[config.mk]
export PLATFORM = sky130hd
export DESIGN_NAME = bounded_double_ended_queue_unit_flat
export DESIGN_NICKNAME = d
export VERILOG_FILES = /design/src/hw/rtl/bdq_pkg.sv /design/src/hw/rtl/bdq_req_if.sv /design/src/hw/rtl/bdq_rsp_if.sv /design/src/hw/rtl/bdq_ram.sv /design/src/hw/rtl/bdq_ctrl.sv /design/src/hw/rtl/bounded_double_ended_queue_unit.sv /design/src/flat_wrapper.sv
export SDC_FILE = /design/constraint.sdc
export NUM_CORES = 1
export LEC_CHECK = 0
export BUFFER_PORTS_ARGS = -buffer_cell sky130_fd_sc_hd__buf_2
export CORE_MARGIN = 10
export CORE_UTILIZATION = 40
export CTS_CLUSTER_DIAMETER = 40
export DETAILED_ROUTE_END_ITERATION = 8
export PLACE_DENSITY = 0.66
export SETUP_SLACK_MARGIN = 0.02
export SYNTH_ARGS = -nofsm -noshare
export SYNTH_HDL_FRONTEND = slang
export SYNTH_SLANG_ARGS = --single-unit
[constraint.sdc]
create_clock -name clk -period 5.4 [get_ports clk]
set_clock_uncertainty 0.1 [all_clocks]
set_input_delay 0.27 -clock clk [delete_from_list [all_inputs] [get_ports clk]]
set_output_delay 0.27 -clock clk [all_outputs]
set_load 0.01 [all_outputs]
[src/hw/rtl/bdq_pkg.sv]
// ----------------------------------------------------------------------------
// bdq_pkg
// Shared widths, request and status codes and the result word type of the
// bounded double-ended queue.
// ----------------------------------------------------------------------------
`default_nettype none

package bdq_pkg;

  localparam int DEPTH_DEF = 16;
  localparam int DATA_W    = 32;
  localparam int REQ_W     = 3;
  localparam int STAT_W    = 2;

  localparam logic [REQ_W-1:0] REQ_PUSH_FRONT = 3'd0;
  localparam logic [REQ_W-1:0] REQ_PUSH_BACK  = 3'd1;
  localparam logic [REQ_W-1:0] REQ_POP_FRONT  = 3'd2;
  localparam logic [REQ_W-1:0] REQ_POP_BACK   = 3'd3;
  localparam logic [REQ_W-1:0] REQ_LIST       = 3'd4;

  localparam logic [STAT_W-1:0] ST_DONE  = 2'd0;
  localparam logic [STAT_W-1:0] ST_EMPTY = 2'd1;
  localparam logic [STAT_W-1:0] ST_FULL  = 2'd2;

  typedef struct packed {
    logic signed [DATA_W-1:0] out_value;
    logic [STAT_W-1:0]        status;
    logic                     last_of_run;
  } rsp_t;

endpackage

`default_nettype wire

[src/hw/rtl/bdq_req_if.sv]
// ----------------------------------------------------------------------------
// bdq_req_if
// Request channel: valid/ready handshake carrying one request word.
// ----------------------------------------------------------------------------
`default_nettype none

interface bdq_req_if;
  import bdq_pkg::*;

  logic                     valid;
  logic                     ready;
  logic [REQ_W-1:0]         req_type;
  logic signed [DATA_W-1:0] item_value;

  modport source (output valid, output req_type, output item_value, input ready);
  modport sink   (input valid, input req_type, input item_value, output ready);
endinterface

`default_nettype wire

[src/hw/rtl/bdq_rsp_if.sv]
// ----------------------------------------------------------------------------
// bdq_rsp_if
// Result channel: valid/ready handshake carrying one result word.
// ----------------------------------------------------------------------------
`default_nettype none

interface bdq_rsp_if;
  import bdq_pkg::*;

  logic                     valid;
  logic                     ready;
  logic signed [DATA_W-1:0] out_value;
  logic [STAT_W-1:0]        status;
  logic                     last_of_run;

  modport source (output valid, output out_value, output status, output last_of_run,
                  input ready);
  modport sink   (input valid, input out_value, input status, input last_of_run,
                  output ready);
endinterface

`default_nettype wire

[src/hw/rtl/bdq_ram.sv]
// ----------------------------------------------------------------------------
// bdq_ram
// Ring storage: one write port, one read port, registered read data.
// ----------------------------------------------------------------------------
`default_nettype none

module bdq_ram #(
  parameter int DEPTH = bdq_pkg::DEPTH_DEF,
  parameter int IDX_W = $clog2(DEPTH)
) (
  input  wire logic                             clk,
  input  wire logic                             wr_en,
  input  wire logic [IDX_W-1:0]                 wr_addr,
  input  wire logic signed [bdq_pkg::DATA_W-1:0] wr_data,
  input  wire logic                             rd_en,
  input  wire logic [IDX_W-1:0]                 rd_addr,
  output logic signed [bdq_pkg::DATA_W-1:0]     rd_data
);
  import bdq_pkg::*;

  logic signed [DATA_W-1:0] mem [DEPTH];
  logic signed [DATA_W-1:0] rd_data_r;

  always_ff @(posedge clk) begin
    if (wr_en) begin
      mem[wr_addr] <= wr_data;
    end
  end

  always_ff @(posedge clk) begin
    if (rd_en) begin
      rd_data_r <= mem[rd_addr];
    end
  end

  assign rd_data = rd_data_r;
endmodule

`default_nettype wire

[src/hw/rtl/bdq_ctrl.sv]
// ----------------------------------------------------------------------------
// bdq_ctrl
// Request decode, ring pointers, memory sequencing and the result register.
// ----------------------------------------------------------------------------
`default_nettype none

module bdq_ctrl #(
  parameter int DEPTH = bdq_pkg::DEPTH_DEF,
  parameter int IDX_W = $clog2(DEPTH),
  parameter int CNT_W = $clog2(DEPTH + 1)
) (
  input  wire logic                              clk,
  input  wire logic                              rst_n,
  input  wire logic                              in_valid,
  output logic                                   in_ready,
  input  wire logic [bdq_pkg::REQ_W-1:0]         in_req_type,
  input  wire logic signed [bdq_pkg::DATA_W-1:0] in_item_value,
  output logic                                   out_valid,
  input  wire logic                              out_ready,
  output bdq_pkg::rsp_t                          out_rsp,
  output logic                                   wr_en,
  output logic [IDX_W-1:0]                       wr_addr,
  output logic signed [bdq_pkg::DATA_W-1:0]      wr_data,
  output logic                                   rd_en,
  output logic [IDX_W-1:0]                       rd_addr,
  input  wire logic signed [bdq_pkg::DATA_W-1:0] rd_data
);
  import bdq_pkg::*;

  localparam logic S_IDLE = 1'b0;
  localparam logic S_RD   = 1'b1;

  localparam logic [IDX_W:0]   DEPTH_X  = (IDX_W + 1)'(DEPTH);
  localparam logic [IDX_W-1:0] LAST_IDX = IDX_W'(DEPTH - 1);
  localparam logic [CNT_W-1:0] FULL_CNT = CNT_W'(DEPTH);

  function automatic logic [IDX_W-1:0] wrap_idx(input logic [IDX_W:0] s);
    logic [IDX_W:0] t;
    t = (s >= DEPTH_X) ? (s - DEPTH_X) : s;
    return t[IDX_W-1:0];
  endfunction

  logic             state_r, state_nxt;
  logic [IDX_W-1:0] front_r, front_nxt;
  logic [CNT_W-1:0] count_r, count_nxt;
  logic [IDX_W-1:0] k_r, k_nxt;
  logic [IDX_W-1:0] end_k_r, end_k_nxt;
  logic             out_valid_r, out_valid_nxt;
  rsp_t             rsp_r, rsp_nxt;

  logic             out_free;
  logic             acc;
  logic [CNT_W-1:0] count_m1;

  assign out_free = !out_valid_r || out_ready;
  assign in_ready = (state_r == S_IDLE) && out_free;
  assign acc      = in_valid && in_ready;
  assign count_m1 = count_r - 1'b1;

  always_comb begin
    state_nxt     = state_r;
    front_nxt     = front_r;
    count_nxt     = count_r;
    k_nxt         = k_r;
    end_k_nxt     = end_k_r;
    out_valid_nxt = out_valid_r && !out_ready;
    rsp_nxt       = rsp_r;
    wr_en         = 1'b0;
    wr_addr       = front_r;
    wr_data       = in_item_value;
    rd_en         = 1'b0;
    rd_addr       = front_r;

    case (state_r)
      S_IDLE: begin
        if (acc) begin
          case (in_req_type)
            REQ_PUSH_FRONT, REQ_PUSH_BACK: begin
              out_valid_nxt = 1'b1;
              if (count_r == FULL_CNT) begin
                rsp_nxt = '{out_value: '0, status: ST_FULL, last_of_run: 1'b1};
              end else begin
                wr_en     = 1'b1;
                count_nxt = count_r + 1'b1;
                rsp_nxt   = '{out_value: '0, status: ST_DONE, last_of_run: 1'b1};
                if (in_req_type == REQ_PUSH_FRONT) begin
                  wr_addr   = (front_r == '0) ? LAST_IDX : (front_r - 1'b1);
                  front_nxt = wr_addr;
                end else begin
                  wr_addr = wrap_idx({1'b0, front_r} + {1'b0, count_r[IDX_W-1:0]});
                end
              end
            end
            REQ_POP_FRONT, REQ_POP_BACK, REQ_LIST: begin
              if (count_r == '0) begin
                out_valid_nxt = 1'b1;
                rsp_nxt = '{out_value: '0, status: ST_EMPTY, last_of_run: 1'b1};
              end else begin
                rd_en     = 1'b1;
                state_nxt = S_RD;
                k_nxt     = '0;
                end_k_nxt = '0;
                if (in_req_type == REQ_POP_FRONT) begin
                  rd_addr   = front_r;
                  front_nxt = wrap_idx({1'b0, front_r} + 1'b1);
                  count_nxt = count_m1;
                end else if (in_req_type == REQ_POP_BACK) begin
                  rd_addr   = wrap_idx({1'b0, front_r} + {1'b0, count_m1[IDX_W-1:0]});
                  count_nxt = count_m1;
                end else begin
                  rd_addr   = front_r;
                  end_k_nxt = count_m1[IDX_W-1:0];
                end
              end
            end
            default: begin
            end
          endcase
        end
      end
      S_RD: begin
        if (out_free) begin
          out_valid_nxt = 1'b1;
          rsp_nxt = '{out_value: rd_data, status: ST_DONE, last_of_run: (k_r == end_k_r)};
          if (k_r != end_k_r) begin
            k_nxt   = k_r + 1'b1;
            rd_en   = 1'b1;
            rd_addr = wrap_idx({1'b0, front_r} + {1'b0, k_nxt});
          end else begin
            state_nxt = S_IDLE;
          end
        end
      end
      default: begin
        state_nxt = S_IDLE;
      end
    endcase
  end

  always_ff @(posedge clk) begin
    if (!rst_n) begin
      state_r     <= S_IDLE;
      front_r     <= '0;
      count_r     <= '0;
      k_r         <= '0;
      end_k_r     <= '0;
      out_valid_r <= 1'b0;
    end else begin
      state_r     <= state_nxt;
      front_r     <= front_nxt;
      count_r     <= count_nxt;
      k_r         <= k_nxt;
      end_k_r     <= end_k_nxt;
      out_valid_r <= out_valid_nxt;
    end
  end

  always_ff @(posedge clk) begin
    rsp_r <= rsp_nxt;
  end

  assign out_valid = out_valid_r;
  assign out_rsp   = rsp_r;
endmodule

`default_nettype wire

[src/hw/rtl/bounded_double_ended_queue_unit.sv]
// ----------------------------------------------------------------------------
// bounded_double_ended_queue_unit
// Double-ended queue of DEPTH words held in a ring memory.
// ----------------------------------------------------------------------------
//   channel   dir  word
//   in_req    in   req_type, item_value
//   out_rsp   out  out_value, status, last_of_run
//
// Push: result word registered at the accepting edge.
// Pop: the ring memory registers the read data, then the result register takes it.
// List: one memory read per entry on the single read port.
// Reset (rst_n low, synchronous) empties the queue; memory contents are not cleared.
// A stalled result holds its word and the memory read data until taken.
// ----------------------------------------------------------------------------
`default_nettype none

module bounded_double_ended_queue_unit #(
  parameter int DEPTH = bdq_pkg::DEPTH_DEF
) (
  input wire logic  clk,
  input wire logic  rst_n,
  bdq_req_if.sink   in_req,
  bdq_rsp_if.source out_rsp
);
  import bdq_pkg::*;

  localparam int IDX_W = $clog2(DEPTH);
  localparam int CNT_W = $clog2(DEPTH + 1);

  logic                     wr_en;
  logic [IDX_W-1:0]         wr_addr;
  logic signed [DATA_W-1:0] wr_data;
  logic                     rd_en;
  logic [IDX_W-1:0]         rd_addr;
  logic signed [DATA_W-1:0] rd_data;
  rsp_t                     rsp;

  bdq_ctrl #(
    .DEPTH (DEPTH),
    .IDX_W (IDX_W),
    .CNT_W (CNT_W)
  ) u_ctrl (
    .clk           (clk),
    .rst_n         (rst_n),
    .in_valid      (in_req.valid),
    .in_ready      (in_req.ready),
    .in_req_type   (in_req.req_type),
    .in_item_value (in_req.item_value),
    .out_valid     (out_rsp.valid),
    .out_ready     (out_rsp.ready),
    .out_rsp       (rsp),
    .wr_en         (wr_en),
    .wr_addr       (wr_addr),
    .wr_data       (wr_data),
    .rd_en         (rd_en),
    .rd_addr       (rd_addr),
    .rd_data       (rd_data)
  );

  bdq_ram #(
    .DEPTH (DEPTH),
    .IDX_W (IDX_W)
  ) u_ram (
    .clk     (clk),
    .wr_en   (wr_en),
    .wr_addr (wr_addr),
    .wr_data (wr_data),
    .rd_en   (rd_en),
    .rd_addr (rd_addr),
    .rd_data (rd_data)
  );

  assign out_rsp.out_value   = rsp.out_value;
  assign out_rsp.status      = rsp.status;
  assign out_rsp.last_of_run = rsp.last_of_run;

  a_ready_needs_slot: assert property (@(posedge clk) disable iff (!rst_n)
    in_req.ready |-> (!out_rsp.valid || out_rsp.ready))
    else $error("request taken while result slot is blocked");

  a_push_result: assert property (@(posedge clk) disable iff (!rst_n)
    (in_req.valid && in_req.ready &&
     (in_req.req_type == REQ_PUSH_FRONT || in_req.req_type == REQ_PUSH_BACK))
    |=> (out_rsp.valid && out_rsp.last_of_run && out_rsp.out_value == '0 &&
         (out_rsp.status == ST_DONE || out_rsp.status == ST_FULL)))
    else $error("push did not give its result word");

  a_error_is_last: assert property (@(posedge clk) disable iff (!rst_n)
    (out_rsp.valid && out_rsp.status != ST_DONE)
    |-> (out_rsp.last_of_run && out_rsp.out_value == '0))
    else $error("status word not marked last");

  a_no_wr_rd_clash: assert property (@(posedge clk) disable iff (!rst_n)
    !(wr_en && rd_en))
    else $error("memory write and read in the same cycle");
endmodule

`default_nettype wire

[src/flat_wrapper.sv]
// flat-port wrapper written by rule: the top's interface ports become plain ports
module bounded_double_ended_queue_unit_flat import bdq_pkg::*;
#(
  parameter int DEPTH = bdq_pkg::DEPTH_DEF
)
  (clk, rst_n, in_req_valid, in_req_req_type, in_req_item_value, in_req_ready, out_rsp_valid, out_rsp_out_value, out_rsp_status, out_rsp_last_of_run, out_rsp_ready);
  bdq_req_if in_req_i ();
  bdq_rsp_if out_rsp_i ();
  input wire logic clk;
  input wire logic rst_n;
  input wire logic [$bits(in_req_i.valid)-1:0] in_req_valid;
  input wire logic [$bits(in_req_i.req_type)-1:0] in_req_req_type;
  input wire logic [$bits(in_req_i.item_value)-1:0] in_req_item_value;
  output wire logic [$bits(in_req_i.ready)-1:0] in_req_ready;
  output wire logic [$bits(out_rsp_i.valid)-1:0] out_rsp_valid;
  output wire logic [$bits(out_rsp_i.out_value)-1:0] out_rsp_out_value;
  output wire logic [$bits(out_rsp_i.status)-1:0] out_rsp_status;
  output wire logic [$bits(out_rsp_i.last_of_run)-1:0] out_rsp_last_of_run;
  input wire logic [$bits(out_rsp_i.ready)-1:0] out_rsp_ready;
  assign in_req_i.valid = in_req_valid;
  assign in_req_i.req_type = in_req_req_type;
  assign in_req_i.item_value = in_req_item_value;
  assign in_req_ready = in_req_i.ready;
  assign out_rsp_valid = out_rsp_i.valid;
  assign out_rsp_out_value = out_rsp_i.out_value;
  assign out_rsp_status = out_rsp_i.status;
  assign out_rsp_last_of_run = out_rsp_i.last_of_run;
  assign out_rsp_i.ready = out_rsp_ready;
  bounded_double_ended_queue_unit #(.DEPTH(DEPTH)) u_core (.clk(clk), .rst_n(rst_n), .in_req(in_req_i), .out_rsp(out_rsp_i));
endmodule
# [Word-level counts from Yosys, hierarchy flattened]
# Memories as Yosys holds them, arrays and structs flattened. A register that Yosys moved wholly into a read port is not among the register bits.
# Index checks and enable logic that the tools add are counted.
[totals] in_bits=39 ff_bits=54 mem_count=1 output_inout_bits=37 word_cells=125 ram_bits=512
[op_classes] order_cmp=4 bitwise=2 n_reduce_logical=17 addsub=12 eq_ne=19 muxes=61
[memory_table] name="u_core.u_ram.mem" words=16 width=32 read_ports=1 rd_ports_with_merged_regs=1 write_ports=1 line_no="bdq_ram.sv:21" rtl="logic signed [DATA_W-1:0] mem [DEPTH];"
[ops] cell="$pmux 35 s2" count=2
[ops] cell="$mux 4" count=28
[ops] cell="$mux 35" count=3
[ops] cell="$pmux 4 s2" count=3
[ops] cell="$ge 5x5->1 const B" count=4
[ops] cell="$mux 5" count=4
[ops] cell="$sub 4x1->4 const B" count=5
[ops] cell="$add 4x4->5" count=3
[ops] cell="$mux 1" count=15
[ops] cell="$ne 2x2->1 const B" count=6
[ops] cell="$pmux 5 s2" count=1
[ops] cell="$pmux 1 s2" count=4
[ops] cell="$reduce_and 4->1" count=2
[ops] cell="$reduce_and 7->1" count=1
[ops] cell="$eq 3x2->1 const B" count=2
[ops] cell="$ne 2x1->1 const B" count=3
[ops] cell="$ne 3x3->1 const B" count=2
[ops] cell="$reduce_and 6->1" count=1
[ops] cell="$add 4x1->5 const B" count=1
[ops] cell="$add 5x1->5 const B" count=1
[ops] cell="$eq 5x5->1 const B" count=1
[ops] cell="$logic_not 5->1" count=1
[ops] cell="$reduce_and 5->1" count=1
[ops] cell="$sub 5x1->5 const B" count=1
[ops] cell="16 further kinds" count=20

# [Depth between registers and ports, before layout]
# Gate-level depths: netlist of the first run.
[logic_depth] ltp_word=10 mapped_depth=13 depth_no_buf=11

# [Modules after synthesis]
# Synthesis of the first run repeated with hierarchy kept, for this count alone.
[unflattened] hier_cells=1156 hier_area_um2=23440.0
[modules_own_cells] mod="bdq_ram" instances=1 area_per_inst_um2=20155.6 seq_area_each_um2=16335.7 cells_per_inst=838
[modules_own_cells] mod="bdq_ctrl" instances=1 area_per_inst_um2=3284.4 seq_area_each_um2=1431.4 cells_per_inst=318

# [Worst setup path before layout of the first run]
# OpenSTA, ideal clock, no wires.
[synth_timing] kind="register -> register" startpoint="register u_core.u_ctrl.out_valid_r (netlist: u_core.u_ctrl.out_valid)" endpoint="memory u_core.u_ram.mem[10][0] (enable)" path_stages_with_launch=10 synth_period_minus_slack_ns=3.620 path_slack_ns=1.780 arrival_time_ns=3.099 cell_sequence="dfxtp_1 -> nor2b_1 -> buf_6 -> nor3_1 -> and3b_1 -> clkbuf_1 -> o21ai_0 -> a22oi_1 -> nand2_1 -> nor2_1"
[synth_via] elab_chain_len=8
[synth_lines] item="start: declaration" line_no="bdq_ctrl.sv:48" rtl="logic out_valid_r, out_valid_nxt;"
[synth_lines] item="start signal: assignment" line_no="bdq_ctrl.sv:154" rtl="out_valid_r <= out_valid_nxt;"
[synth_lines] item="$logic_not 1->1 (*)" line_no="bdq_ctrl.sv:55" rtl="assign out_free = !out_valid_r || out_ready;"
[synth_lines] item="$logic_or 1x1->1 (*)" line_no="bdq_ctrl.sv:55"
[synth_lines] item="$logic_and 1x1->1 (*)" line_no="bdq_ctrl.sv:56" rtl="assign in_ready = (state_r == S_IDLE) && out_free;"
[synth_lines] item="$logic_and 1x1->1 (*)" line_no="bdq_ctrl.sv:57" rtl="assign acc = in_valid && in_ready;"
[synth_lines] item="$mux 1" line_no="bdq_ctrl.sv:76" rtl="if (acc) begin"
[synth_lines] item="$mux 1" line_no="bdq_ctrl.sv:74" rtl="case (state_r)"
[synth_lines] item="$mux 1" line_no="bdq_ram.sv:25" rtl="if (wr_en) begin"
[synth_lines] item="$mux 1 (implied by the code)" line_no="bdq_ram.sv:26" rtl="mem[wr_addr] <= wr_data;"
[synth_lines] item="end: declaration" line_no="bdq_ram.sv:21"
# Mark *: on every way between the ends. The rest lies on a longest branch, timed or not.

# [Worst setup path in the final report of the first run]
[layout_timing] startpoint="register u_core.u_ctrl.state_r" endpoint="register u_core.u_ram.rd_data_r[3] (netlist: u_core.u_ram.rd_data[3]), read port of u_core.u_ram.mem, data pin"
[layout_via] elab_chain_len=5
[layout_lines] item="start: declaration" line_no="bdq_ctrl.sv:43" rtl="logic state_r, state_nxt;"
[layout_lines] item="start signal: assignment" line_no="bdq_ctrl.sv:149" rtl="state_r <= state_nxt;"
[layout_lines] item="$not 1->1 (no line)"
[layout_lines] item="$logic_and 1x1->1" line_no="bdq_ctrl.sv:56"
[layout_lines] item="$logic_and 1x1->1" line_no="bdq_ctrl.sv:57"
[layout_lines] item="$mux 4 / $mux 1 (equally long branches)" line_no="bdq_ctrl.sv:76"
[layout_lines] item="$pmux 4 s2 / $pmux 1 s2 (equally long branches)" line_no="bdq_ctrl.sv:74"
[layout_lines] item="end: declaration" line_no="bdq_ram.sv:22" rtl="logic signed [DATA_W-1:0] rd_data_r;"
# Parallel ways exist; a longest one is shown, timed or not.
# A chain may end at the register's enable or synchronous reset.

==> summary.md, run 1 <==
| Metric | Value |
|---|---|
| Total Routing Usage GR | about 17% |
| Initial Util | ~40% |
| Post-Route Setup TNS | 0 ns |
| Detailed placement HPWL | 33.44 mm |
| Fin cells | around 2500 |
| H-tree levels | 3 |
| Total number of vias | 15089 |
| I/O pin count | 76 |
| Final max-slew violation count | 0 |
| Leakage power | 9.982 nW |
| Setup violators final | 0 |
| CTS Buffer Depth | 3 |
| Vias in the first global route | 15197 |
| Fmax | ~220 MHz |
| Num CTS Buffers | 70 |
| Final net count | 1752 |
| Grt total ovfl | 0 |
| CP endpoint kind | flip-flop |
| Vias per cell | 5.943 |
| Net Count, Synth | 1663 |
| Ys Warns | 0 |
| Largest net degree at the start of global routing | 189 |
| Core area | slightly above 60000 µm² |
| Slew @ Worst Pin | 1.207 ns |
| Minimum clock period | 4.546 ns |
| Row cnt | 91 |
| Period utilization | 84.18% |
| Root buf cell | clkbuf_16 |
| Die H | 268.4 µm |
| Worst path required time | 5.66 ns |
| DRT Pass-1 Iters | 7 |
| Placed Instances | 2380 |
| Sequential fraction of the synthesis area | 71.98% |
| Initial antenna violation count | 3 |
| Post-DR wirelength/cell | 24.79 µm |
| Setup Crit Path Kind | flip-flop to flip-flop |
| Max IR drop VDD | 0.2137 mV |
| CP Launch Type | flip-flop |
| Drt drc | 0 |
| CTS resizes | 0 |
| Commonest non-fill, non-tap cell in the layout | edfxtp_1 |
| Seq cells post-synth | around 600 |
| Worst-Skew Late Latency | 0.61 ns |
| Gpl congestion | 0.8044 |
| CTS tree | built |
| Share of layout cells above drive strength 1 | between 10% and 20% |
| Asr flop ratio synth | 0% |
| Post-CTS setup buffer count | 0 |
| Mapped Area | 24680 µm² |
| Drt total wl | approximately 63 mm |
| Fillers | slightly above 5000 |
| Hold WC Path Type | input pin to flip-flop |
| Max cap viols | 0 |
| Sink Count | 598 |
| Final hold vios | 0 |
| Hold_buf cts | 33 |
| Clock slew at reported path FFs | 0.06 ns |
| Die width | roughly 270 µm |
| Syn-to-layout area delta | 16.13% |
| Number of antenna-violating nets in the routed design | 0 |
| Number of flops mapped to enable cells by yosys | 579 |
| Worst path arrival time | 4.81 ns |
| Syn avg cell area | between 15 and 20 µm² |
| Die area | 72050 µm² |
| Global-route wire length before repair | 94.67 mm |
| Input/output buffers | 75 |
| Mapped Cells | 1606 |
| Pwr dens | 368.0 nW/µm² |
| Status | finished clean |
| Commonest cells after routing, fill and taps aside | edfxtp_1, and3_1, a211oi_1 |
| Synth unique cells | 63 |
| Rel. slew slack | 19.56% |
| Unrepaired setup endpoints after global routing | no |
| Crit path max fanout | 38 |
| Initial DRC Count | 1430 |
| Top_reg_cell synth | edfxtp_1 |
per-layer routing:
layer	up-vias	global-route usage, %	routed length, µm
met1	7642	23.05	26200
met4	0	5.572	1176
met5	-	0	0
li1	6717	-	-
met3	91	2.535	4553
met2	639	28.80	31010
worst max-delay path: stages (launching register included):
cell	delay (ns)
dfxtp_2	0.99
inv_1	0.23
a41oi_2	0.66
nand2_2	0.33
o2bb2ai_2	0.39
xor2_4	0.78
buf_4	0.40
nor4_1	0.12
a211o_1	0.28
worst paths after layout:
kind | from | to | slack (ns) | depth (start not counted)
worst max register to register | u_core.u_ctrl.state_r | u_core.u_ram.rd_data[3] | 0.85 | 8
worst min-delay path | rst_n | u_core.u_ctrl.state_r | 0.10 | 3
worst min register to register | u_core.u_ram.rd_data[17] | u_core.u_ctrl.out_rsp[20] | 0.43 | 1
worst max-delay path | u_core.u_ctrl.state_r | u_core.u_ram.rd_data[3] | 0.85 | 8
final cells by class:
cell class / count / area (µm²) / area share [%]
Clock inverter: 45 / 426.7 / 1.488
Timing Repair Buffer: 154 / 1151 / 4.015
Inverter: 17 / 63.81 / 0.2226
Clock buffer: 80 / 1853 / 6.464
Antenna cell: 1 / 2.502 / 0.008729
Tap cell: 790 / 988.4 / 3.448
Sequential cell: 598 / 17770 / 61.98
Multi-Input combinational cell: 854 / 6414 / 22.37
through the flow:
step / total power [mW] / hold slack, ns / setup slack [ns] / util [%] / cell area (µm²)
after global routing: 10.88 / 0.1121 / 0.6191 / 46.71 / 28670
after detailed placement: 6.026 / 0.4125 / 0.9039 / 42.46 / 26060
final: 10.55 / 0.1027 / 0.8542 / 46.71 / 28670
after CTS: 10.63 / 0.05636 / 0.8471 / 46.71 / 28670
after global placement: 6.009 / 0.4035 / 0.9880 / 42.46 / 26060
after floorplan: 5.754 / 0.2689 / 1.780 / - / 24680
Yosys cell counts, types with 7 or more instances:
cell type    n  share of area (%)
and3_1     188                4.8
a211oi_2     7               0.35
edfxtp_1   579                 70
a211o_1     35                1.2
nand3_1      9               0.18
ha_1        15               0.76
o21ai_0     45               0.91
xnor2_1     15               0.53
nor2_1      41               0.62
inv_1       16               0.24
nand2_1     16               0.24
mux2i_1     68                2.8
dfxtp_1     19                1.5
clkbuf_1    79                1.2
and2_1      33               0.84
buf_2       39               0.79
nor3_1       8               0.16
a211oi_1   125                3.8
nor4_1      63                1.6
a21oi_1     23               0.47
buf_6       10               0.46
a221oi_1    94                3.3
sequential cells by signal, indices dropped and copies added (netlist names):
signal,flops
u_core.u_ram.mem,512
u_core.u_ctrl.out_rsp,35
u_core.u_ram.rd_data,32
u_core.u_ctrl.count_r,5
u_core.u_ctrl.end_k_r,4
u_core.u_ctrl.front_r,4
u_core.u_ctrl.k_r,4
u_core.u_ctrl.out_valid,1
u_core.u_ctrl.state_r,1
power by group:
part	internal, mW	leakage [nW]	total [mW]	switching [mW]
Sequential	5.17	5.39	5.20	0.0295
Combinational	0.266	3.49	0.753	0.487
Clock	2.70	1.10	4.60	1.90
Total	8.13	9.98	10.5	2.42
kinds of logic (layout without fill, tap and decap cells):
group / count (synthesis) / in the layout / share of synthesized area [%]
AOI/OAI and AO/OA: 356 / 356 / 11.08
DFF: 598 / 598 / 71.98
xor gates and xnor gates: 22 / 22 / 0.8110
buffers and inverters: 154 / 296 / 2.904
and+or+nand+nor: 390 / 390 / 9.473
muxes: 68 / 68 / 2.757
adders and majority gates: 18 / 18 / 1.004
other: 0 / 1 / 0
Note: power is estimated with default switching activity, not from simulation.
==> run 2, diff against run 1 <==
==> constraint.sdc (replaced) <==
create_clock -name clk -period 4.2 [get_ports clk]
set_clock_uncertainty 0.1 [all_clocks]
set_input_delay 0.21 -clock clk [delete_from_list [all_inputs] [get_ports clk]]
set_output_delay 0.21 -clock clk [all_outputs]
set_load 0.01 [all_outputs]
==> run 2 against run 1 <==
Clock-buffer cell count up 7. Combinational power up 34%. First-iteration DRC count is 9.7% higher. Clock power is 39% higher. Fmax is 16% higher. Cell area is 1.7% higher. Global-route usage is 0.79 points higher. Power is 34% higher. Sequential power increased by 28%. Via count rose by 2.3%. Critical path depth increased by 3. Critical endpoint is now u_core.u_ram.rd_data[8]. Non-clock buffer count grew 8.
==> summary.md, run 2 (same netlist as run 1, synthesis figures left out) <==
| Metric | Value |
|---|---|
| Row cnt | 91 (unchanged) |
| Fmax | 255.3 MHz (was 220.0 MHz) |
| Top sig layer | met5 (was met4) |
| N_diodes | 0 (was 1) |
| Biggest register | u_core.u_ram.mem (unchanged) |
| Pwr dens | 483.5 nW/µm² (was 368.0 nW/µm²) |
| Hold wc startpoint | rst_n (unchanged) |
| CP Launch Type | flip-flop (unchanged) |
| Buf/Inv on CP | 2 (unchanged) |
| Gpl congestion | 0.8150 (was 0.8044) |
| CTS Buffer Depth | 3 (unchanged) |
| Period utilization | 93.27% (was 84.18%) |
| Commonest non-fill, non-tap cell in the layout | edfxtp_1 (unchanged) |
| Placed Area | 26310 µm² (was 26060 µm²) |
| Minimum clock period | 3.917 ns (was 4.546 ns) |
| Sink Count | 598 (unchanged) |
| Global-route wire length before repair | 98.00 mm (was 94.67 mm) |
| Detailed placement HPWL | 33.37 mm (was 33.44 mm) |
| Worst-path cell chain | inv_1 > ha_1 > fa_1 > nand4b_1 > nor4_1 > a31o_2 > nand2b_2 > nor2_4 > buf_4 > a221oi_1 > a211o_1 (was inv_1 > a41oi_2 > nand2_2 > o2bb2ai_2 > xor2_4 > buf_4 > nor4_1 > a211o_1) |
| Largest net degree at the start of global routing | 103 (was 189) |
| Metal2 WL | 31.63 mm (was 31.01 mm) |
| Met3 Wirelength | 5.175 mm (was 4.553 mm) |
| Hold path endpoint | u_core.u_ctrl.state_r (unchanged) |
| Num CTS Buffers | 75 (was 70) |
| Largest register FFs | 512 (unchanged) |
| DRT Pass-1 Iters | 7 (unchanged) |
| Input/output buffers | 75 (unchanged) |
| Post-Route Setup TNS | 0 ns (unchanged) |
| WHS Path Cells | 3 (unchanged) |
| Grt total ovfl | 0 (unchanged) |
| Hold WC Path Type | input pin to flip-flop (unchanged) |
| Slowest stage delay, CP | 0.59 ns (was 0.99 ns) |
| Reg2reg end | u_core.u_ram.rd_data[8] (was u_core.u_ram.rd_data[3]) |
| Die width | 268.4 µm (unchanged) |
| Initial antenna violation count | 2 (was 3) |
| Vias per cell | 6.041 (was 5.943) |
| Wire length on met1 | 27.20 mm (was 26.20 mm) |
| H-tree levels | 3 (unchanged) |
| Total Routing Usage GR | 18.08% (was 17.29%) |
| Fin cells | 2555 (was 2539) |
| Rel. slew slack | 35.80% (was 19.56%) |
| Placed Instances | 2387 (was 2380) |
| Drt total wl | 66.02 mm (was 62.93 mm) |
| CTS tree | built (unchanged) |
| Initial Util | 40.22% (unchanged) |
| Drt drc | 0 (unchanged) |
| Final core utilization | 47.49% (was 46.71%) |
| Crit-path slowest cell | nor2_4 (was dfxtp_2) |
| Unrepaired setup endpoints after global routing | no (unchanged) |
| Crit path max fanout | 12 (was 38) |
| Core area | 61370 µm² (unchanged) |
| Leakage power | 10.17 nW (was 9.982 nW) |
| Max cap viols | 0 (unchanged) |
| Fin area | 29140 µm² (was 28670 µm²) |
| Final hold vios | 0 (unchanged) |
| I/O pin count | 76 (unchanged) |
| Setup violators final | 0 (unchanged) |
| Status | finished clean (unchanged) |
| Crit path max-delay family | simple AND/OR/NAND/NOR gates (was compound AO/OA/AOI/OAI gates) |
| Share of layout cells above drive strength 1 | 16.60% (was 16.19%) |
| Die H | 268.4 µm (unchanged) |
| Worst-Skew Late Latency | 0.62 ns (was 0.61 ns) |
| Post-CTS setup buffer count | 0 (unchanged) |
| Setup Crit Path Kind | flip-flop to flip-flop (unchanged) |
| Worst path arrival time | 4.18 ns (was 4.81 ns) |
| Post-DR wirelength/cell | 25.84 µm (was 24.79 µm) |
| Total number of vias | 15434 (was 15089) |
| Number of antenna-violating nets in the routed design | 0 (unchanged) |
| Worst hold margin | 0.02917 ns (was 0.1027 ns) |
| Root buf cell | clkbuf_16 (unchanged) |
| Slew @ Worst Pin | 0.9620 ns (was 1.207 ns) |
| Clock slew at reported path FFs | 0.06 ns (about the same) |
| Length in cells of the worst reg-to-reg path | 11 (was 8) |
| Final net count | 1766 (was 1752) |
| Final max-slew violation count | 0 (unchanged) |
| Max IR drop VDD | 0.2877 mV (was 0.2137 mV) |
| Initial DRC Count | 1569 (was 1430) |
| Reg2reg setup slack | 0.28 ns (was 0.85 ns) |
| Worst r2r src | u_core.u_ctrl.count_r[1] (was u_core.u_ctrl.state_r) |
| Syn-to-layout area delta | 18.06% (was 16.13%) |
| Worst path required time | 4.46 ns (was 5.66 ns) |
| Commonest cells after routing, fill and taps aside | edfxtp_1, and3_1, a211oi_1 (unchanged) |
| CP endpoint kind | flip-flop (unchanged) |
| Vias in the first global route | 15094 (was 15197) |
| Die area | 72050 µm² (unchanged) |
## run 2: cell count changes in the layout (fill, tap and decap cells not counted), sizes merged, moves of 3 or more
cell	previous run	this run
buf	121	128
bufinv	4	7
clkbuf	80	87
clkinv	25	14
inv	25	35
## run 2: how the worst max path moves through the flow
stage / start / end / slack [ns] / depth (start not counted)
floorplan: u_core.u_ctrl.out_valid / u_core.u_ram.mem[10][0] / 0.58 / 9
global placement: u_core.u_ctrl.count_r[1] / u_core.u_ram.rd_data[6] / 0.27 / 11
detailed placement: u_core.u_ctrl.count_r[1] / u_core.u_ram.rd_data[3] / 0.13 / 10
CTS: u_core.u_ctrl.count_r[1] / u_core.u_ram.rd_data[3] / 0.13 / 10
global route: u_core.u_ctrl.count_r[1] / u_core.u_ram.rd_data[12] / 0.09 / 10
finish: u_core.u_ctrl.count_r[1] / u_core.u_ram.rd_data[8] / 0.28 / 11
## run 2: routing by layer
| layer | global-route usage [%] | up-vias |
|---|---|---|
| li1 | - | 6748 |
| met1 | 23.69 | 7808 |
| met2 | 29.44 | 738 |
| met3 | 3.428 | 136 |
| met4 | 7.075 | 4 |
| met5 | 0 | - |
## run 2: per-stage QoR
stage	total power, mW	worst slack, ns
final	14.09	0.2827
after global routing	14.53	0.08504
after CTS	14.18	0.1260
after detailed placement	7.773	0.1260
after global placement	7.751	0.2734
after floorplan	7.398	0.5803
## run 2: worst min-delay path, cell delays in order
cell	delay (ns)
buf_2	0.10
clkinv_1	0.31
a21oi_1	0.07
## run 2: report_power, final
group	switching [mW]	internal, mW
sequential	0.0334	6.64
combinational	0.647	0.363
clock	2.56	3.85
## run 2: area by class of cell
cell class                 instances  area (µm²)
clock buffer                      87        1964
sequential                       598       17770
tap                              790       988.4
timing repair buffer             162        1421
fill                            5121       32230
inverter                          17       63.81
multi-input combinational        855        6420
clock inverter                    46       518.0
## run 2: repair_timing
item / 4_1_cts / 5_1_grt
setup endpoints to repair: 0 / 31
gates resized for setup: 0 / 3
endpoints found under the hold margin: 517 / 0
hold buffers: 34 / 0
==> run 3, diff against run 2 <==
--- a/config.mk
+++ b/config.mk
@@ -11,6 +11,7 @@
 export CTS_CLUSTER_DIAMETER = 40
 export DETAILED_ROUTE_END_ITERATION = 8
 export PLACE_DENSITY = 0.66
+export RECOVER_POWER = 25
 export SETUP_SLACK_MARGIN = 0.02
 export SYNTH_ARGS = -nofsm -noshare
 export SYNTH_HDL_FRONTEND = slang
==> run 3 against run 2 <==
Cell area is essentially flat. Sequential share of layout area grew 0.058 points. Wire length barely moved. Sequential power hardly changed. Critical path type unchanged. Global-route usage stayed put. Largest power group unchanged. Clock-buffer cell count unchanged.
==> summary.md, run 3 (same netlist as run 1, synthesis figures left out) <==
| Metric | Value |
|---|---|
| Setup violators final | 0 (unchanged) |
| Status | finished clean (unchanged) |
| Gpl congestion | 0.8150 (unchanged) |
| Final hold vios | 0 (unchanged) |
| Rel. slew slack | 37.57% (was 35.80%) |
| Period utilization | 93.74% (was 93.27%) |
| Grt total ovfl | 0 (unchanged) |
| Number of antenna-violating nets in the routed design | 0 (unchanged) |
| Final net count | 1766 (unchanged) |
| Placed Area | 26310 µm² (unchanged) |
| Row cnt | 91 (unchanged) |
| Hold path endpoint | u_core.u_ctrl.state_r (unchanged) |
| Reg2reg end | u_core.u_ram.rd_data[8] (unchanged) |
| Drt drc | 0 (unchanged) |
| Commonest cells after routing, fill and taps aside | edfxtp_1, and3_1, a211oi_1 (unchanged) |
| Fmax | 254.0 MHz (was 255.3 MHz) |
| I/O pin count | 76 (unchanged) |
| Power Internal | 10.86 mW (about the same) |
| Reg power frac | 47.4% (about the same) |
| Fin cells | 2555 (unchanged) |
| Largest register FFs | 512 (unchanged) |
| Worst path required time | 4.46 ns (about the same) |
| Total number of vias | 15436 (was 15434) |
| Post-Route Setup TNS | 0 ns (unchanged) |
| CP endpoint kind | flip-flop (unchanged) |
| Hold wc startpoint | rst_n (unchanged) |
| Max IR drop VDD | 0.2875 mV (was 0.2877 mV) |
| Worst r2r src | u_core.u_ctrl.count_r[1] (unchanged) |
| Die width | 268.4 µm (unchanged) |
| Clock Power Share | 45.5% (was 45.4%) |
| Root buf cell | clkbuf_16 (unchanged) |
| CP Launch Type | flip-flop (unchanged) |
| Drt total wl | 65.98 mm (was 66.02 mm) |
| Die H | 268.4 µm (unchanged) |
| Syn-to-layout area delta | 17.95% (was 18.06%) |
| Hold WC Path Type | input pin to flip-flop (unchanged) |
| Share of layout cells above drive strength 1 | 15.35% (was 16.60%) |
| Core area | 61370 µm² (unchanged) |
| CTS Buffer Depth | 3 (unchanged) |
| Clock slew at reported path FFs | 0.06 ns (about the same) |
| Reg2reg setup slack | 0.26 ns (was 0.28 ns) |
| NetSw | 3.246 mW (was 3.235 mW) |
| Total Routing Usage GR | 18.08% (unchanged) |
| Worst path arrival time | 4.20 ns (was 4.18 ns) |
| Pwr dens | 484.3 nW/µm² (was 483.5 nW/µm²) |
| Vias in the first global route | 15094 (unchanged) |
| Crit path max fanout | 12 (unchanged) |
| Final max-slew violation count | 0 (unchanged) |
| Fin area | 29120 µm² (was 29140 µm²) |
| Minimum clock period | 3.937 ns (was 3.917 ns) |
| Unrepaired setup endpoints after global routing | no (unchanged) |
| Initial antenna violation count | 2 (unchanged) |
| Global-route wire length before repair | 98.00 mm (unchanged) |
| Initial DRC Count | 1536 (was 1569) |
| Sink Count | 598 (unchanged) |
| Die area | 72050 µm² (unchanged) |
| Setup Crit Path Kind | flip-flop to flip-flop (unchanged) |
| Largest net degree at the start of global routing | 103 (unchanged) |
| Sw Share | 23.02% (was 22.96%) |
| H-tree levels | 3 (unchanged) |
| Num CTS Buffers | 75 (unchanged) |
| Biggest register | u_core.u_ram.mem (unchanged) |
| Gate power share | 7.1% (was 7.2%) |
| Commonest non-fill, non-tap cell in the layout | edfxtp_1 (unchanged) |
| Slew @ Worst Pin | 0.9355 ns (was 0.9620 ns) |
| Leakage power | 10.11 nW (was 10.17 nW) |
| Vias per cell | 6.041 (about the same) |
| Detailed placement HPWL | 33.37 mm (unchanged) |
| Max cap viols | 0 (unchanged) |
| Input/output buffers | 75 (unchanged) |
| Length in cells of the worst reg-to-reg path | 11 (unchanged) |
| WHS Path Cells | 3 (unchanged) |
| Placed Instances | 2387 (unchanged) |
| Post-DR wirelength/cell | 25.82 µm (was 25.84 µm) |
| CTS tree | built (unchanged) |
| Worst-Skew Late Latency | 0.61 ns (was 0.62 ns) |
| N_diodes | 0 (unchanged) |
| DRT Pass-1 Iters | 6 (was 7) |
| Initial Util | 40.22% (unchanged) |
run 3: cell types whose count changed in the layout (fill, tap and decap cells not counted):
cell and delta:
buf_2 -22, clkbuf_1 +22
run 3: worst max-delay path by stage:
stage,startpoint,endpoint,slack [ns],depth (start not counted)
after floorplan,u_core.u_ctrl.out_valid,u_core.u_ram.mem[10][0],0.58,9
after global placement,u_core.u_ctrl.count_r[1],u_core.u_ram.rd_data[6],0.27,11
after global routing,u_core.u_ctrl.count_r[1],u_core.u_ram.rd_data[12],0.09,10
after detailed placement,u_core.u_ctrl.count_r[1],u_core.u_ram.rd_data[3],0.13,10
final,u_core.u_ctrl.count_r[1],u_core.u_ram.rd_data[8],0.26,11
after CTS,u_core.u_ctrl.count_r[1],u_core.u_ram.rd_data[3],0.13,10
run 3: what timing repair did:
| item | CTS | global route |
|---|---|---|
| setup endpoints to repair | 0 | 31 |
| resized for setup | 0 | 3 |
| setup buffers | 0 | 0 |
| hold endpoints to repair | 517 | 0 |
| hold buffers | 34 | 0 |
run 3: layer usage:
metal | vias up | GRT usage, % | wire [µm]
met5 | - | 0 | 25
met4 | 4 | 7.075 | 2017
met3 | 142 | 3.428 | 5115
met2 | 713 | 29.44 | 31570
met1 | 7825 | 23.69 | 27240
li1 | 6752 | - | -
run 3: power groups by stage:
stage               Sequential, mW  Clock, mW  Combinational (mW)
floorplan                     6.81          0               0.587
global placement              6.80          0               0.949
detailed placement            6.80          0               0.971
CTS                           6.68       6.50                1.01
global route                  6.68       6.76                1.09
finish                        6.68       6.41                1.01
run 3: final cells by class:
type / count / area (µm²)
Sequential cell: 598 / 17770
Timing Repair Buffer: 162 / 1394
Clock buffer: 87 / 1964
Multi-Input combinational cell: 855 / 6420
Fill cell: 5128 / 32250
Clock inverter: 46 / 518.0
Inverter: 17 / 63.81
Tap cell: 790 / 988.4
run 3: worst max-delay path, stage by stage, from the launching register on:
cell	delay (ns)
dfxtp_1	0.42
inv_1	0.13
ha_1	0.37
fa_1	0.49
nand4b_1	0.12
nor4_1	0.08
a31o_2	0.32
nand2b_2	0.30
nor2_4	0.60
buf_4	0.34
a221oi_1	0.11
a211o_1	0.31
run 3: through the flow:
stage / power, mW / util (%) / setup slack [ns] / hold slack (ns)
final: 14.10 / 47.44 / 0.2630 / 0.02971
after global routing: 14.53 / 47.44 / 0.08504 / 0.06193
after CTS: 14.18 / 47.47 / 0.1260 / 0.001380
after detailed placement: 7.773 / 42.87 / 0.1260 / 0.4138
after global placement: 7.751 / 42.87 / 0.2734 / 0.4063
after floorplan: 7.398 / - / 0.5803 / 0.2089
